`src/rtl/ggvc_pkg.sv`:
```
// ----------------------------------------------------------------------------
// ggvc_pkg
// Shared constants, types and the CORDIC angle table of the go-to-goal
// velocity controller.
// ----------------------------------------------------------------------------
package ggvc_pkg;

    // Number of CORDIC micro-rotations, one pipeline stage each (8 to 24).
    localparam int CORDIC_STAGES = 16;
    localparam int STG_W         = $clog2(CORDIC_STAGES);

    // Fixed field widths.
    localparam int POS_W     = 16;
    localparam int HEAD_W    = 15;
    localparam int LIN_W     = 17;
    localparam int TURN_W    = 18;
    localparam int DIFF_W    = POS_W + 1;
    localparam int GUARD_W   = 12;
    // Offset scaled by the guard bits plus headroom for the CORDIC gain.
    localparam int XY_W      = DIFF_W + GUARD_W + 3;
    // Angle accumulator in Q30 radians, covers pi plus the full table sum.
    localparam int Z_W       = 35;
    localparam int ATAN_W    = 31;
    localparam int BRG_SH    = 18;
    localparam int ZQ_W      = Z_W + 1 - BRG_SH;

    // Distance scaling by the inverse CORDIC gain.
    localparam int GAIN_W    = 30;
    localparam int PROD_W    = (XY_W - 1) + GAIN_W;
    localparam int DIST_SH   = 42;
    localparam int DISTW_W   = PROD_W + 1 - DIST_SH;
    localparam logic [GAIN_W-1:0] INV_GAIN_Q30 = 30'd652032874;
    localparam logic [Z_W-1:0]    PI_Q30       = 35'd3373259426;
    localparam int PI_Q12    = 12868;
    localparam int DIST_MAX  = 131071;

    // Configuration register indexes.
    localparam int CFG_IDX_W = 2;
    localparam logic [CFG_IDX_W-1:0] REG_GOAL_X    = 2'd0;
    localparam logic [CFG_IDX_W-1:0] REG_GOAL_Y    = 2'd1;
    localparam logic [CFG_IDX_W-1:0] REG_TOLERANCE = 2'd2;

    // One vector in flight through the rotation stages.
    typedef struct packed {
        logic signed [XY_W-1:0]   x;
        logic signed [XY_W-1:0]   y;
        logic signed [Z_W-1:0]    z;
        logic signed [HEAD_W-1:0] heading;
    } vec_t;

    // atan(2^-i) in Q30 radians, rounded.
    function automatic logic [ATAN_W-1:0] atan_q30(input logic [4:0] idx);
        logic [ATAN_W-1:0] v;
        case (idx)
            5'd0:    v = 31'd843314857;
            5'd1:    v = 31'd497837829;
            5'd2:    v = 31'd263043837;
            5'd3:    v = 31'd133525159;
            5'd4:    v = 31'd67021687;
            5'd5:    v = 31'd33543516;
            5'd6:    v = 31'd16775851;
            5'd7:    v = 31'd8388437;
            5'd8:    v = 31'd4194283;
            5'd9:    v = 31'd2097149;
            5'd10:   v = 31'd1048576;
            5'd11:   v = 31'd524288;
            5'd12:   v = 31'd262144;
            5'd13:   v = 31'd131072;
            5'd14:   v = 31'd65536;
            5'd15:   v = 31'd32768;
            5'd16:   v = 31'd16384;
            5'd17:   v = 31'd8192;
            5'd18:   v = 31'd4096;
            5'd19:   v = 31'd2048;
            5'd20:   v = 31'd1024;
            5'd21:   v = 31'd512;
            5'd22:   v = 31'd256;
            5'd23:   v = 31'd128;
            default: v = '0;
        endcase
        return v;
    endfunction

endpackage

```
`src/rtl/ggvc_post.sv`:
```
// ----------------------------------------------------------------------------
// ggvc_post
// Output stages: gain correction and bearing rounding, then distance rounding,
// arrival check and turn command into the output register.
// ----------------------------------------------------------------------------
module ggvc_post (
    input  logic                                  clk,
    input  logic                                  rst_n,
    input  logic [ggvc_pkg::POS_W-1:0]            arrive_tolerance,
    input  logic                                  in_valid,
    output logic                                  in_ready,
    input  ggvc_pkg::vec_t                        in_vec,
    output logic                                  out_valid,
    input  logic                                  out_ready,
    output logic [ggvc_pkg::LIN_W-1:0]            linear_speed,
    output logic signed [ggvc_pkg::TURN_W-1:0]    turn_speed,
    output logic                                  arrived
);

    localparam logic signed [ggvc_pkg::ZQ_W-1:0] BRG_MAX = ggvc_pkg::ZQ_W'(ggvc_pkg::PI_Q12);
    localparam logic signed [ggvc_pkg::ZQ_W-1:0] BRG_MIN = -BRG_MAX;

    // ---- Stage A signals ----
    logic [ggvc_pkg::XY_W-2:0]            x_pos;
    logic [ggvc_pkg::PROD_W-1:0]          prod_next;
    logic [ggvc_pkg::Z_W:0]               z_rnd;
    logic signed [ggvc_pkg::ZQ_W-1:0]     z_q;
    logic signed [ggvc_pkg::HEAD_W-1:0]   bearing_next;
    logic [ggvc_pkg::PROD_W-1:0]          prod_reg;
    logic signed [ggvc_pkg::HEAD_W-1:0]   bearing_reg;
    logic signed [ggvc_pkg::HEAD_W-1:0]   heading_reg;
    logic                                 a_valid_reg;
    logic                                 a_ready;

    // ---- Stage B signals ----
    logic [ggvc_pkg::PROD_W:0]            dist_rnd;
    logic [ggvc_pkg::DISTW_W-1:0]         dist_wide;
    logic [ggvc_pkg::LIN_W-1:0]           dist_sat;
    logic signed [ggvc_pkg::HEAD_W:0]     err;
    logic                                 arrived_next;
    logic [ggvc_pkg::LIN_W-1:0]           lin_reg;
    logic signed [ggvc_pkg::TURN_W-1:0]   turn_reg;
    logic                                 arrived_reg;
    logic                                 b_valid_reg;

    // Negative x is clipped to zero before the gain multiply.
    assign x_pos     = in_vec.x[ggvc_pkg::XY_W-1] ? '0 : in_vec.x[ggvc_pkg::XY_W-2:0];
    assign prod_next = ggvc_pkg::PROD_W'(x_pos) * ggvc_pkg::PROD_W'(ggvc_pkg::INV_GAIN_Q30);

    // Bearing: round Q30 to Q12 by floor of half-up, then clamp to +-pi.
    assign z_rnd = {in_vec.z[ggvc_pkg::Z_W-1], in_vec.z}
                   + (ggvc_pkg::Z_W+1)'(1 << (ggvc_pkg::BRG_SH - 1));
    assign z_q   = z_rnd[ggvc_pkg::Z_W:ggvc_pkg::BRG_SH];

    always_comb
    begin
        if (z_q > BRG_MAX)
        begin
            bearing_next = BRG_MAX[ggvc_pkg::HEAD_W-1:0];
        end
        else if (z_q < BRG_MIN)
        begin
            bearing_next = BRG_MIN[ggvc_pkg::HEAD_W-1:0];
        end
        else
        begin
            bearing_next = z_q[ggvc_pkg::HEAD_W-1:0];
        end
    end

    assign in_ready = !a_valid_reg || a_ready;

    always_ff @(posedge clk or negedge rst_n)
    begin
        if (!rst_n)
        begin
            a_valid_reg <= 1'b0;
        end
        else if (in_ready)
        begin
            a_valid_reg <= in_valid;
        end
    end

    always_ff @(posedge clk)
    begin
        if (in_ready && in_valid)
        begin
            prod_reg    <= prod_next;
            bearing_reg <= bearing_next;
            heading_reg <= in_vec.heading;
        end
    end

    // Distance: round the product to Q10 and saturate to the output width.
    assign dist_rnd  = {1'b0, prod_reg} + (ggvc_pkg::PROD_W+1)'(64'd1 << (ggvc_pkg::DIST_SH - 1));
    assign dist_wide = dist_rnd[ggvc_pkg::PROD_W:ggvc_pkg::DIST_SH];
    assign dist_sat  = (dist_wide > ggvc_pkg::DISTW_W'(ggvc_pkg::DIST_MAX))
                       ? ggvc_pkg::LIN_W'(ggvc_pkg::DIST_MAX)
                       : dist_wide[ggvc_pkg::LIN_W-1:0];

    assign arrived_next = (dist_sat <= ggvc_pkg::LIN_W'(arrive_tolerance));
    assign err = {bearing_reg[ggvc_pkg::HEAD_W-1], bearing_reg}
                 - {heading_reg[ggvc_pkg::HEAD_W-1], heading_reg};

    // Output register: holds the result while the receiver stalls.
    assign a_ready = !b_valid_reg || out_ready;

    always_ff @(posedge clk or negedge rst_n)
    begin
        if (!rst_n)
        begin
            b_valid_reg <= 1'b0;
        end
        else if (a_ready)
        begin
            b_valid_reg <= a_valid_reg;
        end
    end

    always_ff @(posedge clk)
    begin
        if (a_ready && a_valid_reg)
        begin
            arrived_reg <= arrived_next;
            if (arrived_next)
            begin
                lin_reg  <= '0;
                turn_reg <= '0;
            end
            else
            begin
                lin_reg  <= dist_sat;
                turn_reg <= {err, 2'b00};
            end
        end
    end

    assign out_valid    = b_valid_reg;
    assign linear_speed = lin_reg;
    assign turn_speed   = turn_reg;
    assign arrived      = arrived_reg;

endmodule

```
`config.mk`:
```
export PLATFORM = sky130hd
export DESIGN_NAME = ggvc_post
export DESIGN_NICKNAME = d
export VERILOG_FILES = /design/src/rtl/ggvc_pkg.sv /design/src/rtl/ggvc_post.sv
export SDC_FILE = /design/constraint.sdc
export NUM_CORES = 1
export LEC_CHECK = 0
export BUFFER_PORTS_ARGS = -buffer_cell sky130_fd_sc_hd__buf_4
export CAP_MARGIN = 0
export CORE_ASPECT_RATIO = 0.75
export CORE_MARGIN = 2
export CORE_UTILIZATION = 64
export CTS_CLUSTER_SIZE = 28
export DETAILED_ROUTE_END_ITERATION = 8
export HOLD_SLACK_MARGIN = 0.05
export PLACE_DENSITY = 0.95
export SYNTH_ARGS = -nofsm -noshare
export SYNTH_HDL_FRONTEND = slang
export SYNTH_SLANG_ARGS = --single-unit
```
`constraint.sdc`:
```
create_clock -name clk -period 4.1 [get_ports clk]
set_input_delay 0.82 -clock clk [delete_from_list [all_inputs] [get_ports clk]]
set_output_delay 0.82 -clock clk [all_outputs]
set_load 0.02 [all_outputs]
```
==> impl_metrics.ini, run 1 <==
[clock_tree]
clock-sinks = 86
root_buffer = clkbuf_16
htreeDepth = 3
cts_buffers = 9
clock_path_buffers = 2
hold_buffers = 0

[synth]
synth.area.top_cells = fa_1, ha_1, edfxtp_1, inv_1, xnor2_1
synth_top_area_cell = fa_1
synth.most_common_cell = inv_1
synth_area_um2 = 22190
ys.warnings.count = 0
ys_seq_area_frac = 0.1159
ys_ff_latch = 86
yosys_most_used_dff = edfxtp_1
syn-instance-count = 2155
ys_types = 82
async_reset_ff_frac = 0.02326
avgSynthCellArea_um2 = 10.30
synth_edf_count = 84
yosysTopAreaCellShare = 0.3898
synthTopCellsByCount = inv_1, fa_1, ha_1, edfxtp_1, a21oi_1

[global_route]
grt_usage = 0.7999
grt_max_degree = 51
antenna_found_initial = 11
grt-ovfl-total = 83

[status]
stop_stage = global routing (5_1_grt)
error_line = [ERROR GRT-0232] Routing congestion too high. Check the congestion heatmap in the GUI.
status = did not finish

[floorplan]
ios = 172
rows = 59
start_util = 0.6450
die_h_um = 165.3
chipWidth_um = 219.0

[placement]
pre_cts_slack_ps = -4063
place.gp.congestion = 1.158
dp_hpwl_um = 65960
port_buffers = 120

[sta]
postGrtWorstEndpoint = prod_reg[57]$_DFFE_PP_/D
endpoint_type = register data pin
==> metrics by stage <==
step	hold WS (ps)	TNS (ps)	std cells	utilization	instance area [um2]
4_1_cts	232.6	-63620	3061	0.8050	27690
3_5_place_dp	492.9	-75000	3008	0.7690	26450
3_3_place_gp	463.7	-68540	3008	0.7690	26450
2_1_floorplan	449.0	-61080	2156	-	22770
==> cell families after synthesis <==
logic type	after synthesis	share of synthesized area
adder cells (fa/ha/maj)	801	0.5979
buffers and inverters	657	0.1122
AND/OR/NAND/NOR	317	0.07686
AO/OA/AOI/OAI	216	0.06649
flip-flops	86	0.1159
XOR/XNOR	76	0.03000
other	1	0.0001690
multiplexers	1	0.0005075
==> layer usage <==
layer  track usage  GRT overflow
met5        0.5514             0
met4        0.7918            35
met3        0.7355             5
met2        0.9189            41
met1        0.7666             2
==> timing repair <==
action / in CTS
setup buffers: 37
hold endpoints to repair: 0
cloned: 3
pin swaps: 83
resized for setup: 147
endpoints found under the setup margin: 20
==> run 2, diff against run 1 <==
CORE_ASPECT_RATIO = unset   (was 0.75)
CORE_UTILIZATION = 40   (was 64)
CTS_CLUSTER_SIZE = unset   (was 28)
HOLD_SLACK_MARGIN = unset   (was 0.05)
PLACE_DENSITY = unset   (was 0.95)
PLACE_DENSITY_LB_ADDON = 0.15   (was unset)
==> run 2 against run 1 <==
The flow now finishes, with violations (negative setup slack). Synthesized cell count unchanged. Area after synthesis unchanged.
==> impl_metrics.ini, run 2 <==
[status]
status = finished, violations left
violations = negative setup slack

[worst_hold_path]
min_path_type = in2async

[placement]
dp_hpwl_um = 57410
placed_area_um2 = 26990
dp_cells = 3324
place.gp.congestion = 0.9484
port_buffers = 120

[sta]
max-slew-margin-rel = 0.1998
setup_violations = 20
layout_setup_ws_ps = -3323
holdWs_ps = 237.3
rsz0062_at_grt = true
clock.fmax_mhz = 134.7
fin_worst_skew_ps = 11.55
period_needed_ps = 7423
final-hold-violation-count = 0
final_min_period_over_clock_period = 1.811
drv_slew = 0
worst_pin_slew_ps = 1200

[floorplan]
die_h_um = 239.5
ios = 172
core_region_area_um2 = 54990
start_util = 0.4035
rows = 86
die-area_um2 = 57370
chipWidth_um = 239.5

[worst_setup_path]
crit_slowest_cell = fa_1
r2r_end = turn_speed[16]$_SDFFCE_PP0P_
rr_startpoint = prod_reg[41]$_DFFE_PP_
cp_common_cell = fa_1
worstRegToRegCells = 16
critPathRequiredTime_ps = 4200
crit_path_start_kind = input pin
rrSetupSlack_ps = 380
slowest_delay_ps = 560
crit_fanout = 5
worstSetupEndpointType = flop
crit_arrival_ps = 7520
worst-setup-path-type = in2reg
path_delay_family = adder cells
critical_path_buf_inv_count = 12

[synth]
ys_types = 82
avgSynthCellArea_um2 = 10.30
ys_seq_area_frac = 0.1159
yosys_most_used_dff = edfxtp_1
syn-instance-count = 2155
async_reset_ff_frac = 0.02326
yosysTopAreaCellShare = 0.3898
synthTopCellsByCount = inv_1, fa_1, ha_1, edfxtp_1, a21oi_1
synth_top_area_cell = fa_1
ys.warnings.count = 0
synth_edf_count = 84
synth.most_common_cell = inv_1
synth_area_um2 = 22190
synth.area.top_cells = fa_1, ha_1, edfxtp_1, inv_1, xnor2_1
ys_ff_latch = 86

[clock_tree]
cts_tree = built
clock_path_buffers = 2
htreeDepth = 3
clock-sinks = 86
insertion_delay_ps = 350
root_buffer = clkbuf_16
clk_pin_slew_worst_paths_ps = 70
cts_buffers = 9

[routing]
initialDrtViolationCount = 565
wl_met2_um = 31960
wl_met3_um = 1931
vias_per_cell = 4.792
wire_per_inst_um = 18.94
wirelength_um = 64130
highest_layer = met4
ant_nets = 0
firstDrtPassIters = 5
met1Wirelength_um = 28990
route.detailed.drc = 0
vias = 16222

[layout]
diodes = 0
fillers = 5018
drive_above_1_share = 0.2696
syn_to_final_growth_pct = 27.58
final_common_cell = inv_1
postLayoutCellArea_um2 = 28310
mostFrequentLayoutCells = inv_1, buf_4, fa_1, ha_1, edfxtp_1
largest_register_ffs = 20
fin_nets = 3567
layout.cells.non_filler = 3385

[global_route]
grt-ovfl-total = 0
antenna_found_initial = 0
grt_usage = 0.2314
grt_pass1_vias = 17716
grt_max_degree = 51
grt_pass1_wl_um = 99560

[run]
max-cap-violations = 0
[run 2: cell counts after synthesis]
Identical to the previous run, type by type.
[run 2: final cells by class]
cell class	instances	area, um2	share of cell area
clock buffers	9	225.2	0.007956
clock inverters	7	83.83	0.002961
repair buffers	499	3986	0.1408
flip-flops and latches	86	2572	0.09088
inverters	623	2429	0.08579
multi-input cells	1413	18070	0.6385
well taps	748	935.9	0.03306
[run 2: worst max-delay path by stage]
stage | start | end | slack, ps | depth (start not counted)
CTS | in_vec[113] | prod_reg[57]$_DFFE_PP_ | -3320 | 23
global placement | in_vec[113] | prod_reg[57]$_DFFE_PP_ | -4040 | 23
detailed placement | in_vec[113] | prod_reg[57]$_DFFE_PP_ | -4040 | 23
finish | in_vec[113] | prod_reg[41]$_DFFE_PP_ | -3320 | 28
global route | in_vec[113] | prod_reg[57]$_DFFE_PP_ | -3510 | 24
floorplan | in_vec[113] | prod_reg[57]$_DFFE_PP_ | -3390 | 25
[run 2: through the flow]
step | utilization | setup TNS (ps) | setup slack, ps
floorplan | - | -61080 | -3393
global placement | 0.4909 | -74560 | -4042
detailed placement | 0.4909 | -75560 | -4040
CTS | 0.5044 | -62050 | -3318
global route | 0.5148 | -66750 | -3514
finish | 0.5148 | -63040 | -3323
[run 2: cell families after synthesis]
group                    after synthesis  synth area share
adder cells (fa/ha/maj)              801            0.5979
buffers and inverters                657            0.1122
AND/OR/NAND/NOR                      317           0.07686
AO/OA/AOI/OAI                        216           0.06649
flip-flops                            86            0.1159
XOR/XNOR                              76           0.03000
other                                  1         0.0001690
multiplexers                           1         0.0005075
[run 2: worst reg2reg max path: stages (launching register included)]
cell and delay (ps):
edfxtp_1 360, ha_1 210, and4_1 240, and4_1 210
nand4b_1 120, a21oi_2 210, buf_12 190, nand2_1 80
ha_1 290, a21o_1 120, a21oi_1 60, o21ai_0 300
nor3_1 100, a31o_2 250, o211a_2 340, a211o_1 250
nor3b_1 200
[run 2: timing repair]
item	4_1_cts	5_1_grt
hold buffers	0	0
setup buffers	20	27
endpoints found under the setup margin	20	20
resized for setup	64	92
gates cloned	2	0
pin swaps	37	69
[run 2: metal layers]
metal	GRT usage	vias to the layer above
met5	0	-
met4	0.04735	0
met3	0.02812	54
li1	-	7704
met1	0.3133	8232
met2	0.3986	232
Power of run 2 is left out: the tool's default activity adds up to more than one toggle a clock period on the data nets, which glitch-free logic cannot reach.
