### src/rtl/ggvc_pkg.sv
// ----------------------------------------------------------------------------
// ggvc_pkg
// Shared constants, types and the CORDIC angle table of the go-to-goal
// velocity controller.
// ----------------------------------------------------------------------------
package ggvc_pkg;

    // Number of CORDIC micro-rotations, one pipeline stage each (8 to 24).
    localparam int CORDIC_STAGES = 16;
    localparam int STG_W         = $clog2(CORDIC_STAGES);

    // Fixed field widths.
    localparam int POS_W     = 16;
    localparam int HEAD_W    = 15;
    localparam int LIN_W     = 17;
    localparam int TURN_W    = 18;
    localparam int DIFF_W    = POS_W + 1;
    localparam int GUARD_W   = 12;
    // Offset scaled by the guard bits plus headroom for the CORDIC gain.
    localparam int XY_W      = DIFF_W + GUARD_W + 3;
    // Angle accumulator in Q30 radians, covers pi plus the full table sum.
    localparam int Z_W       = 35;
    localparam int ATAN_W    = 31;
    localparam int BRG_SH    = 18;
    localparam int ZQ_W      = Z_W + 1 - BRG_SH;

    // Distance scaling by the inverse CORDIC gain.
    localparam int GAIN_W    = 30;
    localparam int PROD_W    = (XY_W - 1) + GAIN_W;
    localparam int DIST_SH   = 42;
    localparam int DISTW_W   = PROD_W + 1 - DIST_SH;
    localparam logic [GAIN_W-1:0] INV_GAIN_Q30 = 30'd652032874;
    localparam logic [Z_W-1:0]    PI_Q30       = 35'd3373259426;
    localparam int PI_Q12    = 12868;
    localparam int DIST_MAX  = 131071;

    // Configuration register indexes.
    localparam int CFG_IDX_W = 2;
    localparam logic [CFG_IDX_W-1:0] REG_GOAL_X    = 2'd0;
    localparam logic [CFG_IDX_W-1:0] REG_GOAL_Y    = 2'd1;
    localparam logic [CFG_IDX_W-1:0] REG_TOLERANCE = 2'd2;

    // One vector in flight through the rotation stages.
    typedef struct packed {
        logic signed [XY_W-1:0]   x;
        logic signed [XY_W-1:0]   y;
        logic signed [Z_W-1:0]    z;
        logic signed [HEAD_W-1:0] heading;
    } vec_t;

    // atan(2^-i) in Q30 radians, rounded.
    function automatic logic [ATAN_W-1:0] atan_q30(input logic [4:0] idx);
        logic [ATAN_W-1:0] v;
        case (idx)
            5'd0:    v = 31'd843314857;
            5'd1:    v = 31'd497837829;
            5'd2:    v = 31'd263043837;
            5'd3:    v = 31'd133525159;
            5'd4:    v = 31'd67021687;
            5'd5:    v = 31'd33543516;
            5'd6:    v = 31'd16775851;
            5'd7:    v = 31'd8388437;
            5'd8:    v = 31'd4194283;
            5'd9:    v = 31'd2097149;
            5'd10:   v = 31'd1048576;
            5'd11:   v = 31'd524288;
            5'd12:   v = 31'd262144;
            5'd13:   v = 31'd131072;
            5'd14:   v = 31'd65536;
            5'd15:   v = 31'd32768;
            5'd16:   v = 31'd16384;
            5'd17:   v = 31'd8192;
            5'd18:   v = 31'd4096;
            5'd19:   v = 31'd2048;
            5'd20:   v = 31'd1024;
            5'd21:   v = 31'd512;
            5'd22:   v = 31'd256;
            5'd23:   v = 31'd128;
            default: v = '0;
        endcase
        return v;
    endfunction

endpackage

### src/rtl/ggvc_prerot.sv
// ----------------------------------------------------------------------------
// ggvc_prerot
// Input stage: forms the offset to the goal, scales it by the guard bits and
// folds the left half plane onto the right with a start angle of +-pi.
// ----------------------------------------------------------------------------
module ggvc_prerot (
    input  logic                                 clk,
    input  logic                                 rst_n,
    input  logic signed [ggvc_pkg::POS_W-1:0]    goal_x,
    input  logic signed [ggvc_pkg::POS_W-1:0]    goal_y,
    input  logic                                 in_valid,
    output logic                                 in_ready,
    input  logic signed [ggvc_pkg::POS_W-1:0]    pose_x,
    input  logic signed [ggvc_pkg::POS_W-1:0]    pose_y,
    input  logic signed [ggvc_pkg::HEAD_W-1:0]   pose_heading,
    output logic                                 out_valid,
    input  logic                                 out_ready,
    output ggvc_pkg::vec_t                       out_vec
);

    logic signed [ggvc_pkg::DIFF_W-1:0] dx;
    logic signed [ggvc_pkg::DIFF_W-1:0] dy;
    logic signed [ggvc_pkg::XY_W-1:0]   x_scaled;
    logic signed [ggvc_pkg::XY_W-1:0]   y_scaled;
    ggvc_pkg::vec_t                     vec_next;
    ggvc_pkg::vec_t                     vec_reg;
    logic                               valid_reg;

    // Offset from pose to goal, one bit wider than the operands.
    assign dx = {goal_x[ggvc_pkg::POS_W-1], goal_x} - {pose_x[ggvc_pkg::POS_W-1], pose_x};
    assign dy = {goal_y[ggvc_pkg::POS_W-1], goal_y} - {pose_y[ggvc_pkg::POS_W-1], pose_y};

    assign x_scaled = {{(ggvc_pkg::XY_W - ggvc_pkg::DIFF_W - ggvc_pkg::GUARD_W){dx[ggvc_pkg::DIFF_W-1]}},
                       dx, {ggvc_pkg::GUARD_W{1'b0}}};
    assign y_scaled = {{(ggvc_pkg::XY_W - ggvc_pkg::DIFF_W - ggvc_pkg::GUARD_W){dy[ggvc_pkg::DIFF_W-1]}},
                       dy, {ggvc_pkg::GUARD_W{1'b0}}};

    // A vector pointing left is turned by pi so the rotations converge.
    always_comb
    begin
        vec_next.heading = pose_heading;
        if (dx[ggvc_pkg::DIFF_W-1])
        begin
            vec_next.x = -x_scaled;
            vec_next.y = -y_scaled;
            vec_next.z = dy[ggvc_pkg::DIFF_W-1] ? -ggvc_pkg::PI_Q30 : ggvc_pkg::PI_Q30;
        end
        else
        begin
            vec_next.x = x_scaled;
            vec_next.y = y_scaled;
            vec_next.z = '0;
        end
    end

    // Stage register; it also takes an item while the next stage frees up.
    assign in_ready = !valid_reg || out_ready;

    always_ff @(posedge clk or negedge rst_n)
    begin
        if (!rst_n)
        begin
            valid_reg <= 1'b0;
        end
        else if (in_ready)
        begin
            valid_reg <= in_valid;
        end
    end

    always_ff @(posedge clk)
    begin
        if (in_ready && in_valid)
        begin
            vec_reg <= vec_next;
        end
    end

    assign out_valid = valid_reg;
    assign out_vec   = vec_reg;

endmodule

### config.mk
export PLATFORM = sky130hd
export DESIGN_NAME = ggvc_prerot
export DESIGN_NICKNAME = d
export VERILOG_FILES = /design/src/rtl/ggvc_pkg.sv /design/src/rtl/ggvc_prerot.sv
export SDC_FILE = /design/constraint.sdc
export NUM_CORES = 1
export LEC_CHECK = 0
export ABC_AREA = 0
export ABC_CLOCK_PERIOD_IN_PS = 6600
export BUFFER_PORTS_ARGS = -buffer_cell sky130_fd_sc_hd__clkbuf_2
export CAP_MARGIN = 20
export CORE_AREA = 8 8 120 122
export DETAILED_ROUTE_END_ITERATION = 16
export DIE_AREA = 0 0 128 130
export PLACE_DENSITY = 0.67
export REMOVE_ABC_BUFFERS = 1
export SLEW_MARGIN = 20
export SYNTH_ARGS = -nofsm -noshare
export SYNTH_HDL_FRONTEND = slang
export SYNTH_SLANG_ARGS = --single-unit
### constraint.sdc
create_clock -name clk -period 6.6 [get_ports clk]
set_clock_uncertainty 0.05 [all_clocks]
set_input_delay 0.66 -clock clk [delete_from_list [all_inputs] [get_ports clk]]
set_output_delay 0.66 -clock clk [all_outputs]
set_load 0.05 [all_outputs]
==> results, run 1 <==
- The flow ran to the end, and the final reports show no timing, DRC or antenna violations.
- TritonCTS built the clock tree.
- For this run, global-route usage on met3 was measured as 0.0400.
- Of the available clock period, the critical path in the final layout requires 0.558.
- The via count of the first global-routing pass is 4105.
- The met2 track utilization from global routing is 0.241.
- The first global-routing pass estimated 19300 um of wire.
- In this run the cell area of the synthesized design comes to 4840 sq um.
- The data arrival at the endpoint of the critical path is 3.68 ns.
- Yosys printed 0 warnings.
- The floorplan step set the die width to 128 um.
- The sequential cell area is 1770 sq um.
- The share of the synthesized area in the top cell type is 0.360.
- The remaining routing DRC violations is 0.
- Summing all multi-input logic gate instances after layout gives 2530 sq um.
- In the routed layout, each cell is associated on average with a via count of 4.97.
- The cell leakage power is 0.00273 uW.
- The detailed-router iteration count before antenna repair is 5.
- The final antenna diode count is 0.
- Among all flip-flop cells after synthesis, the most frequent one is sky130_fd_sc_hd__edfxtp_1.
- In this run, post-CTS repair resized a total of 0 instances.
- The design draws 1660 uW.
- IR analysis of the VDD net gives a maximum drop of 149 uV.
- Across the run, the number of max-cap violations was 0.
- After legalization and detailed placement, the total HPWL measured 10300 um.
- Buffers placed on the I/O ports in this run total 173.
- Summed over all layers, the routed wires come to 12500 um.
- met2 is the most crowded layer.
- The number of flops mapped to enable cells by yosys is 58.
- The peak per-stage delay on the critical path is 0.45 ns.
- The cell area power density is 283 nW/um^2.
- The total track usage is 0.144.
- The sort of element at the end of the critical path is a flop.
- Counting along the longest clock path gives a buffer depth of 2.
- After synthesis, the share of flip-flops with an asynchronous set or reset is 0.0169.
- The total of flip-flops plus latches after synthesis is 59.
- The number of vias in the routed layout is 4090.
- For the pin with the worst max-slew slack, the measured transition is 0.734 ns.
- The count of clock tree sinks is 59.
- The site row count is 41.
- The number of violations reported at the end of detailed-routing iteration 0 is 258.
- The number of levels in the clock H-tree is 3.
- In this run, placement finished with an instance count of 807.
- After global routing the overflow that remains totals 0.
- Setup repair after global routing left no endpoint under its margin.
- The clock insertion delay at the later pin of the skew report is 0.31 ns.
- The max-slew violation total from the final report is 0.
- The routed length per instance is 15.2 um.
- Walking the worst path, the cells encountered are clkbuf_2 > inv_1 > ha_1 > fa_1 > nor2b_1 > o31a_1 > o21a_1 > a21oi_1 > a21oi_1 > a31o_2 > inv_1 > nand2b_1 > o21ai_0.
- The maximum operating frequency is 272 MHz.
- The slowest cell on the critical path is sky130_fd_sc_hd__a31o_2.
- For this design the top-level I/O count stands at 199.
- The class of the tightest hold or removal check is in -> async.
- The clock transition at the registers of the reported paths is 0.05 ns.
- Data on the critical path is required at its endpoint by 6.60 ns.
- After layout, the minimum clock period comes to 3.68 ns.
- The die footprint is 16600 sq um.
- The remaining max-slew budget at the tightest pin is 0.510.
- The startpoint type of the worst setup path is an input pin.
- Setup violations remaining at the end of the flow were counted as 0.
- The die is 130 um tall.
- In the final layout, the share of cells above drive strength 1 is 0.320.
- The cell type group with the largest total delay on the critical path is compound AO/OA/AOI/OAI gates.
- Post-CTS timing repair inserted 0 buffers for setup.
- After synthesis, the cell types taking the most area are sky130_fd_sc_hd__edfxtp_1 36%, sky130_fd_sc_hd__buf_4 9.0%, sky130_fd_sc_hd__ha_1 8.8%.
- The met1 capacity usage during global routing is 0.176.
- Synthesis handed over a netlist of 502 instances.
- The commonest cells after synthesis are 58 x sky130_fd_sc_hd__buf_4, 58 x sky130_fd_sc_hd__edfxtp_1, 43 x sky130_fd_sc_hd__inv_1, 36 x sky130_fd_sc_hd__xnor2_1, 34 x sky130_fd_sc_hd__ha_1.
- The final setup TNS is 0 ns.
- The core outline area is 12400 sq um.
- The critical path contains buffers and inverters numbering 3 combined.
- The number of buffers created by CTS is 9.
- The number of nets in the layout is 765.
- From synthesis to final layout, the design area changed by 21.2%.
- sky130_fd_sc_hd__edfxtp_1 takes more of the synthesized area than any other cell.
- The mean instance size in the synthesized netlist is 9.64 sq um.
- At the end of routability-driven placement, the weighted congestion stood at 0.905.
- Along the worst path, the maximum fanout reaches 20.
- Hold repair after CTS inserted 0 buffers.
- The initial utilization of the core area, before any placement, comes to 0.390.
- The critical path is of the in -> reg type.
- In this run the clock root is driven by a sky130_fd_sc_hd__clkbuf_16.
- Counting the fill cells in the layout gives 1219.
- The number of nets with antenna violations after detailed routing is 0.
- The count of placed standard cells in the final layout, fillers left out is 823.
- The number of antenna violations at the first check in global routing is 0.
- The maximum number of pins on one net before global-route repair is 59.
- The final hold violation count is 0.
- The tightest hold path in the finished design has a slack of 0.0585 ns.
- After synthesis, the netlist uses 64 different library cells.
- The sequential element share of the synthesized area is 0.365.
## through the flow
stage                util  cell area, sq um  worst slack, ns
global placement    0.447              5550             2.72
finish              0.473              5870             2.92
global route        0.473              5870             2.62
floorplan               -              4460            0.142
detailed placement  0.447              5550             2.62
CTS                 0.473              5870             2.93
## per-layer routing
metal	wire length (um)	part of all wire
met1	5620	0.45
met2	5660	0.45
met3	1100	0.088
met4	127	0.010
met5	0	0
## final cells by class
| class | count | area share |
|---|---|---|
| clock buffer | 10 | 0.0390 |
| timing repair buffer | 174 | 0.149 |
| sequential | 59 | 0.301 |
| multi-input combinational | 359 | 0.431 |
| tap | 172 | 0.0367 |
| clock inverter | 6 | 0.0154 |
| inverter | 43 | 0.0275 |
## worst reg2reg max path: cells and delay by family, from the launching register on
kind	cells	cell delay, ns
buffers and inverters	1	0.57
DFF	1	0.39
and+or+nand+nor	2	0.30
## cell families (layout without fill, tap and decap cells)
family	count (synthesis)	count (layout)	synth area share
xor+xnor	49	49	0.0887
buf+inv	111	233	0.133
compound gates	116	116	0.170
flops	59	59	0.365
mux	3	3	0.00620
fa+ha+maj	36	36	0.0961
simple gates	127	127	0.140
other cells	1	28	0.000775
## layout by cell type (no fill, tap or decap), drive strengths merged, types with 3 or more instances in the layout
| master | netlist | final |
|---|---|---|
| clkbuf | 5 | 183 |
| edfxtp | 58 | 58 |
| inv | 43 | 43 |
| xnor2 | 36 | 36 |
| ha | 34 | 34 |
| nor2 | 28 | 28 |
| conb | 1 | 28 |
| o21ai | 26 | 26 |
| nand2 | 24 | 24 |
| a21oi | 20 | 20 |
| nand3 | 16 | 16 |
| o21a | 14 | 14 |
| xor2 | 13 | 13 |
| nor3 | 11 | 11 |
| a21o | 9 | 9 |
| and3 | 8 | 8 |
| a31oi | 8 | 8 |
| nand2b | 7 | 7 |
| o211ai | 6 | 6 |
| or3 | 6 | 6 |
| nor2b | 5 | 5 |
| and2 | 5 | 5 |
| o21bai | 4 | 4 |
| or2 | 4 | 4 |
| nand4 | 4 | 4 |
| o31a | 3 | 3 |
| mux2i | 3 | 3 |
| o31ai | 3 | 3 |
| nor4 | 3 | 3 |
| clkinv | 0 | 3 |
## registers in the layout, summed over array words and instances, names as in the netlist
name / cells
out_valid: 1
out_vec: 58
## path summary, 6_finish.rpt
check / from / end / slack (ns) / cells after the start
max in group asynchronous: rst_n / out_valid / 6.36 / 1
min in group clk: pose_heading[4] / out_vec[4] / 0.47 / 1
setup / recovery: goal_x[0] / out_vec[79] / 2.92 / 13
hold / removal: rst_n / out_valid / 0.06 / 1
hold reg to reg: out_valid / out_valid / 0.54 / 2
setup reg to reg: out_valid / out_vec[97] / 4.88 / 3
## power by group
part | internal (uW) | switching, uW
logic | 192 | 474
clock network | 331 | 159
registers | 482 | 21.2
total | 1010 | 655
Power figures use the tool's default switching activity.
==> inputs of run 2 (changes only) <==
--- a/config.mk
+++ b/config.mk
@@ -6,7 +6,7 @@
 export NUM_CORES = 1
 export LEC_CHECK = 0
 export ABC_AREA = 0
-export ABC_CLOCK_PERIOD_IN_PS = 6600
+export ABC_CLOCK_PERIOD_IN_PS = 3550
 export BUFFER_PORTS_ARGS = -buffer_cell sky130_fd_sc_hd__clkbuf_2
 export CAP_MARGIN = 20
 export CORE_AREA = 8 8 120 122
==> constraint.sdc (replaced) <==
create_clock -name clk -period 3.55 [get_ports clk]
set_clock_uncertainty 0.05 [all_clocks]
set_input_delay 0.355 -clock clk [delete_from_list [all_inputs] [get_ports clk]]
set_output_delay 0.355 -clock clk [all_outputs]
set_load 0.05 [all_outputs]
==> run 2 against run 1 <==
Sequential share of layout area shrank 0.12 points; worst hold slack better by 0.10 ns; die area unchanged; critical path depth fell by 1; critical endpoint unchanged; highest routed layer unchanged.
==> results, run 2 (synthesis results as in run 1) <==
- The run finished with clean final reports.
- The reg-to-reg critical path startpoint is out_valid.
- The leading cell type in the layout, fill and taps excluded is sky130_fd_sc_hd__clkbuf_2.
- The maximum fanout along the worst path is 5 (-75%).
- The number of cells on the worst reg-to-reg path is 3 (unchanged).
- The maximum number of pins on one net before global-route repair came to 39 (-34%).
- The HPWL reported at the end of detailed placement is 10500 um (+1.5%).
- The die span in x came to 128 um (unchanged).
- Setup repair after global routing left no endpoint under its margin.
- The count of cells resized by post-cts repair was 0 (unchanged).
- The number of violations reported at the end of detailed-routing iteration 0 is 206 (-20%).
- The I/O pin count is 199 (unchanged).
- The flip-flop count of the largest register, all copies and words added is 58 (unchanged).
- The fraction of the core area covered by cells at the end of the flow is 0.475 (+0.00192).
- The area taken by multi-input logic gates came to 2530 sq um (unchanged).
- The tightest min-delay check is of the in -> reg type.
- The source of the critical timing path is goal_y[0].
- The routed length per instance was 15.6 um (+2.4%).
- The initial standard-cell utilization of the core is 0.390 (unchanged).
- The startpoint type of the worst setup path is an input pin.
- The fraction of final layout cells with drive strength greater than 1 is 0.321 (+0.00110).
- The routability-driven placement congestion ratio came to 0.894 (-1.2%).
- The final setup TNS is 0 ns (unchanged).
- The cell area power density is 525 nW/um^2 (+86%).
- The post-synthesis to final-layout area growth is 21.7%.
- The number of antenna violations at the first check in global routing is 0 (unchanged).
- The clock insertion delay at the later pin of the skew report is 0.31 ns (about the same).
- The number of levels in the clock H-tree is 3 (unchanged).
- The vertical extent of the die came to 130 um (unchanged).
- In this run the most critical hold path is launched from pose_heading[6].
- The max-slew violation total from the final report is 0 (unchanged).
- The terminus of the critical flop-to-flop path is out_vec[66].
- The minimum clock period is 3.32 ns.
- The critical path data required time is 3.55 ns (-3.05 ns).
- The fill cell instance count of the final layout was 1182 (-3.0%).
- The via count of the first global-routing pass was 4210 (+2.6%).
- The final clock period utilization by the worst path is 0.935.
- The die footprint is 16600 sq um (unchanged).
- The clock root buffer is sky130_fd_sc_hd__clkbuf_16.
- The sequential cell area came to 1770 sq um (unchanged).
- The wire length after detailed routing is 12900 um (+2.9%).
- The global routing usage on met3 came to 0.0437 (+0.00367).
- TritonCTS built the clock tree.
- The largest vdd supply drop was 202 uV (+35%).
- The site row count was 41 (unchanged).
- The actual slew at the worst max-slew pin is 0.738 ns (+0.00395 ns).
- The remaining routing DRC violations is 0 (unchanged).
- The number of buffers on the longest clock path was 2 (unchanged).
- The maximum operating frequency is 301 MHz.
- The setup slack after layout is 0.229 ns (-2.69 ns).
- The top cell types in the final layout, fill and taps aside, are 173 x sky130_fd_sc_hd__clkbuf_2, 58 x sky130_fd_sc_hd__edfxtp_1, 43 x sky130_fd_sc_hd__inv_1, 36 x sky130_fd_sc_hd__xnor2_1, 34 x sky130_fd_sc_hd__ha_1.
- The average vias per placed instance is 4.96 (-0.22%).
- The final setup violation count came to 0 (unchanged).
- The met2 track utilization from global routing is 0.251 (+0.0103).
- The overall power after layout is 3090 uW (+86%).
- The max-cap check violation count is 0 (unchanged).
- The total of buffers placed on input and output ports was 173 (unchanged).
- The post-placement setup slack was -0.0164 ns (-2.64 ns).
- The most utilized layer in the global route result is met2.
- The residual overflow from global routing was 0 (unchanged).
- The remaining max-slew budget at the tightest pin is 0.507 (-0.00317).
- The final antenna diode count is 0 (unchanged).
- The number of nets in the layout was 769 (+0.52%).
- The final hold violation count was 0 (unchanged).
- The cell leakage power came to 0.00275 uW (+0.57%).
- The detailed-router iteration count before antenna repair is 5 (unchanged).
- The register-to-register path setup slack is 1.57 ns (-3.31 ns).
- The wire length of the first global-routing pass is 20100 um (+4.0%).
- The met1 capacity usage during global routing is 0.185 (+0.00853).
- The data arrival at the endpoint of the critical path was 3.32 ns (-0.36 ns).
- The worst setup path is of the in -> reg kind.
- The number of buffers created by CTS is 9 (unchanged).
- The total track usage is 0.151 (+0.00659).
- The core outline area is 12400 sq um (unchanged).
- The number of nets with antenna violations after detailed routing is 0 (unchanged).
- The post-route worst hold slack is 0.161 ns (+0.102 ns).
- The clock transition at the registers of the reported paths is 0.05 ns (about the same).
- The count of clock tree sinks is 59 (unchanged).
- The sort of element at the end of the critical path is a flop.
- The capture point of the critical path is out_vec[79].
- The number of vias in the routed layout came to 4101 (+0.27%).
[run 2: report_power, final]
part | internal [uW] | switching (uW)
combinational | 365 | 898
sequential | 896 | 32.3
clock | 611 | 291
[run 2: how the worst min path moves through the flow]
stage                      end  cells past startpoint
floorplan            out_valid                      0
global placement     out_valid                      1
detailed placement   out_valid                      1
CTS                 out_vec[7]                      1
global route        out_vec[7]                      1
finish              out_vec[6]                      1
[run 2: area by class of cell]
cell class                 count  area share
timing repair buffer         178       0.154
clock buffer                  11      0.0395
clock inverter                 5      0.0132
sequential                    59       0.300
inverter                      43      0.0274
multi-input combinational    359       0.430
tap                          172      0.0365
[run 2: layer usage]
| metal | vias up | share of wire |
|---|---|---|
| met1 | 1890 | 0.44 |
| met2 | 193 | 0.46 |
| li1 | 2005 | - |
| met4 | 0 | 0.013 |
| met3 | 13 | 0.089 |
| met5 | - | 0 |
[run 2: stage by stage]
step / cell area (sq um) / instances
after floorplan: 4460 / 461
after global placement: 5570 / 810
after detailed placement: 5570 / 810
after CTS: 5890 / 827
after global routing: 5890 / 827
final: 5890 / 827
[run 2: worst max-delay path, cell delays in order]
cell and delay, ns:
sky130_fd_sc_hd__clkbuf_2 0.08, sky130_fd_sc_hd__inv_1 0.03, sky130_fd_sc_hd__ha_1 0.22, sky130_fd_sc_hd__fa_1 0.39, sky130_fd_sc_hd__nand2b_1 0.16, sky130_fd_sc_hd__a21oi_1 0.40, sky130_fd_sc_hd__o21ai_0 0.20, sky130_fd_sc_hd__a32oi_2 0.27
sky130_fd_sc_hd__nand4_2 0.17, sky130_fd_sc_hd__or3_4 0.44, sky130_fd_sc_hd__nor4b_1 0.46, sky130_fd_sc_hd__o21ai_0 0.13
[run 2: repair_timing]
item | CTS | global route
setup buffers | 0 | 0
endpoints found under the hold margin | 1 | 0
hold buffers | 1 | 0
==> inputs of run 3 (changes only) <==
--- a/config.mk
+++ b/config.mk
@@ -6,12 +6,12 @@
 export NUM_CORES = 1
 export LEC_CHECK = 0
 export ABC_AREA = 0
-export ABC_CLOCK_PERIOD_IN_PS = 3550
+export ABC_CLOCK_PERIOD_IN_PS = 3600
 export BUFFER_PORTS_ARGS = -buffer_cell sky130_fd_sc_hd__clkbuf_2
 export CAP_MARGIN = 20
-export CORE_AREA = 8 8 120 122
+export CORE_AREA = 2 2 114 116
 export DETAILED_ROUTE_END_ITERATION = 16
-export DIE_AREA = 0 0 128 130
+export DIE_AREA = 0 0 116 118
 export PLACE_DENSITY = 0.67
 export REMOVE_ABC_BUFFERS = 1
 export SLEW_MARGIN = 20
==> constraint.sdc (replaced) <==
create_clock -name clk -period 3.6 [get_ports clk]
set_clock_uncertainty 0.05 [all_clocks]
set_input_delay 0.36 -clock clk [delete_from_list [all_inputs] [get_ports clk]]
set_output_delay 0.36 -clock clk [all_outputs]
set_load 0.05 [all_outputs]
==> run 3 against run 2 <==
Cell area grew 0.53%; cell count decreased by 0.24%; power up 1.5%; worst hold slack lost 0.0039 ns; non-clock buffer count decreased by 2; sequential share of layout area down 0.16 points; clock power is 10% higher; critical path depth unchanged.
==> results, run 3 (synthesis results as in run 1) <==
- STA classifies the critical path endpoint as a flop.
- The final setup violation count came to 0 (unchanged).
- In this run the worst setup path terminates at out_vec[77].
- The count of placed standard cells in the final layout, fillers left out was 825 (-0.24%).
- The total track usage is 0.163 (+0.0118).
- Leaving out fill and tap cells, the most frequent cell in the layout is sky130_fd_sc_hd__clkbuf_2.
- The initial standard-cell utilization of the core came to 0.390 (unchanged).
- The register-to-register path setup slack is 1.58 ns (about the same).
- After layout, the minimum clock period comes to 3.22 ns.
- The number of nets in the layout is 767 (-0.26%).
- The number of buffers on the longest clock path is 2 (unchanged).
- The flow ran to the end, and the final reports show no timing, DRC or antenna violations.
- The I/O pin count was 199 (unchanged).
- The post-synthesis to final-layout area growth is 22.3%.
- The maximum number of pins on one net before global-route repair is 37 (-5.1%).
- The cell sitting at the root of the clock tree is a sky130_fd_sc_hd__clkbuf_16.
- The total of buffers placed on input and output ports came to 173 (unchanged).
- The fraction of the core area covered by cells at the end of the flow is 0.477 (+0.00252).
- The internal power component came to 1920 uW (+2.5%).
- In this run the critical register-to-register path is captured at out_vec[68].
- In this run the critical register-to-register path is launched from out_valid.
- The number of buffers created by CTS is 9 (unchanged).
- The post-route worst hold slack came to 0.157 ns (-0.00390 ns).
- The number of vias in the routed layout came to 4138 (+0.90%).
- The count of clock tree sinks came to 59 (unchanged).
- The combinational power share is 0.391 (-0.017).
- The via count of the first global-routing pass is 3736 (-11%).
- The remaining routing DRC violations is 0 (unchanged).
- The share of total power consumed by net switching is 0.388 (-0.00643).
- The final antenna diode count was 0 (unchanged).
- The final setup TNS was 0 ns (unchanged).
- The HPWL reported at the end of detailed placement is 9010 um (-14%).
- The number of cells on the worst reg-to-reg path is 3 (unchanged).
- The critical path data required time is 3.61 ns (+0.06 ns).
- The maximum fanout along the worst path is 5 (unchanged).
- The flip-flop count of the largest register, all copies and words added is 58 (unchanged).
- The clock tree from TritonCTS is done.
- The final hold violation count is 0 (unchanged).
- The max-cap check violation count is 0 (unchanged).
- The die span in x is 116 um (-9.4%).
- The clock transition at the registers of the reported paths is 0.05 ns (about the same).
- The cell area power density is 530 nW/um^2 (+0.91%).
- The largest vdd supply drop came to 259 uV (+29%).
- The number of levels in the clock H-tree is 3 (unchanged).
- The startpoint type of the worst setup path is an input pin.
- The buffer count from post-CTS setup fixing was 0 (unchanged).
- The wire length after detailed routing is 11300 um (-12%).
- The routability-driven placement congestion ratio is 0.888 (-0.75%).
- The portion of total power attributed to sequential cells is 0.292 (-0.008).
- The number of violations reported at the end of detailed-routing iteration 0 is 258 (+25%).
- The detailed-router iteration count before antenna repair is 5 (unchanged).
- The data arrival at the endpoint of the critical path is 3.23 ns (-0.09 ns).
- The switching power summed over all nets is 1220 uW (-0.20%).
- The core outline area came to 12400 sq um (unchanged).
- In the layout the commonest cells are 173 x sky130_fd_sc_hd__clkbuf_2, 58 x sky130_fd_sc_hd__edfxtp_1, 43 x sky130_fd_sc_hd__inv_1, 36 x sky130_fd_sc_hd__xnor2_1, 34 x sky130_fd_sc_hd__ha_1.
- The number of nets with antenna violations after detailed routing came to 0 (unchanged).
- The clock insertion delay at the later pin of the skew report was 0.32 ns (about the same).
- The residual overflow from global routing is 0 (unchanged).
- The remaining max-slew budget at the tightest pin is 0.494 (-0.0135).
- The wire length of the first global-routing pass was 17800 um (-12%).
- The worst hold path belongs to the class in -> reg.
- The max-slew violation total from the final report is 0 (unchanged).
- The cell leakage power is 0.00276 uW (+0.40%).
- The site row count is 41 (unchanged).
- The placed instance count was 808 (-0.25%).
- The average vias per placed instance was 5.02 (+1.1%).
- The worst setup path is of the in -> reg kind.
- The clock share of power is 0.317 (+0.025).
- The vertical extent of the die is 118 um (-9.2%).
- The actual slew at the worst max-slew pin is 0.754 ns (+0.0157 ns).
- For this run, the top clock speed supported by timing is 311 MHz.
- The number of antenna violations at the first check in global routing came to 0 (unchanged).
- The fraction of final layout cells with drive strength greater than 1 is 0.323 (+0.00251).
- The routed length per instance is 13.7 um (-12%).
- Setup repair after global routing left no endpoint under its margin.
- The die footprint is 13700 sq um (-18%).
- The source of the critical timing path is goal_y[0].
- Of the available clock period, the critical path in the final layout requires 0.893.
-- run 3: cell count changes in the layout (fill, tap and decap cells not counted) --
cell                         delta
sky130_fd_sc_hd__bufinv_16      +1
sky130_fd_sc_hd__clkinv_2       -2
sky130_fd_sc_hd__buf_4          -2
sky130_fd_sc_hd__clkinv_4       +3
sky130_fd_sc_hd__nor4b_2        +1
sky130_fd_sc_hd__clkbuf_1       -2
sky130_fd_sc_hd__clkinvlp_4     -1
sky130_fd_sc_hd__inv_6          +1
sky130_fd_sc_hd__nor4b_1        -1
-- run 3: per-layer routing --
layer,share of wire,up-vias,routed length [um],global-route usage
met1,0.45,1902,5090,0.212
met3,0.080,18,901,0.0340
met5,0,-,0,0
met4,0.017,0,190,0.0551
li1,-,2005,-,-
met2,0.45,213,5120,0.266
-- run 3: cell type report --
class                           count  area, sq um
Clock buffer                        9          225
Sequential cell                    59         1770
Clock inverter                      7          125
Inverter                           43          161
Tap cell                          172          215
Timing Repair Buffer              176          891
Fill cell                        1222         6490
Multi-Input combinational cell    359         2540
-- run 3: power groups by stage --
stage | Combinational (uW) | Sequential (uW) | Clock, uW
floorplan | 566 | 1310 | 0
global placement | 1220 | 926 | 0
detailed placement | 1220 | 930 | 0
CTS | 1230 | 917 | 1020
global route | 1320 | 923 | 1050
finish | 1230 | 915 | 996
-- run 3: worst min path at each step --
| stage | to | cells past startpoint | slack, ns | start |
|---|---|---|---|---|
| floorplan | out_valid | 0 | 0.01 | rst_n |
| global placement | out_valid | 1 | 0.09 | rst_n |
| detailed placement | out_valid | 1 | 0.1 | rst_n |
| CTS | out_vec[5] | 1 | 0.14 | pose_heading[5] |
| global route | out_vec[12] | 1 | 0.14 | pose_heading[12] |
| finish | out_vec[5] | 1 | 0.16 | pose_heading[5] |
-- run 3: metrics by stage --
stage          setup WS (ns)  area [sq um]  power [uW]
6_report               0.384          5920        3140
5_1_grt                0.133          5920        3290
4_1_cts                0.396          5920        3160
3_5_place_dp          0.0435          5560        2150
3_3_place_gp           0.132          5560        2140
2_1_floorplan          -2.56          4460        1870
-- run 3: critical path, stage by stage --
cell,delay (ns)
sky130_fd_sc_hd__clkbuf_2,0.07
sky130_fd_sc_hd__inv_1,0.03
sky130_fd_sc_hd__ha_1,0.23
sky130_fd_sc_hd__fa_1,0.44
sky130_fd_sc_hd__nand2b_1,0.17
sky130_fd_sc_hd__a21oi_1,0.35
sky130_fd_sc_hd__o21ai_0,0.19
sky130_fd_sc_hd__a32oi_2,0.26
sky130_fd_sc_hd__nand4_2,0.16
sky130_fd_sc_hd__or3_4,0.44
sky130_fd_sc_hd__o41ai_2,0.42
sky130_fd_sc_hd__xnor2_1,0.10
-- run 3: timing repair --
item,in CTS,in global routing
hold buffers,1,0
hold endpoints to repair,1,0
resized for setup,0,1
endpoints found under the setup margin,0,1
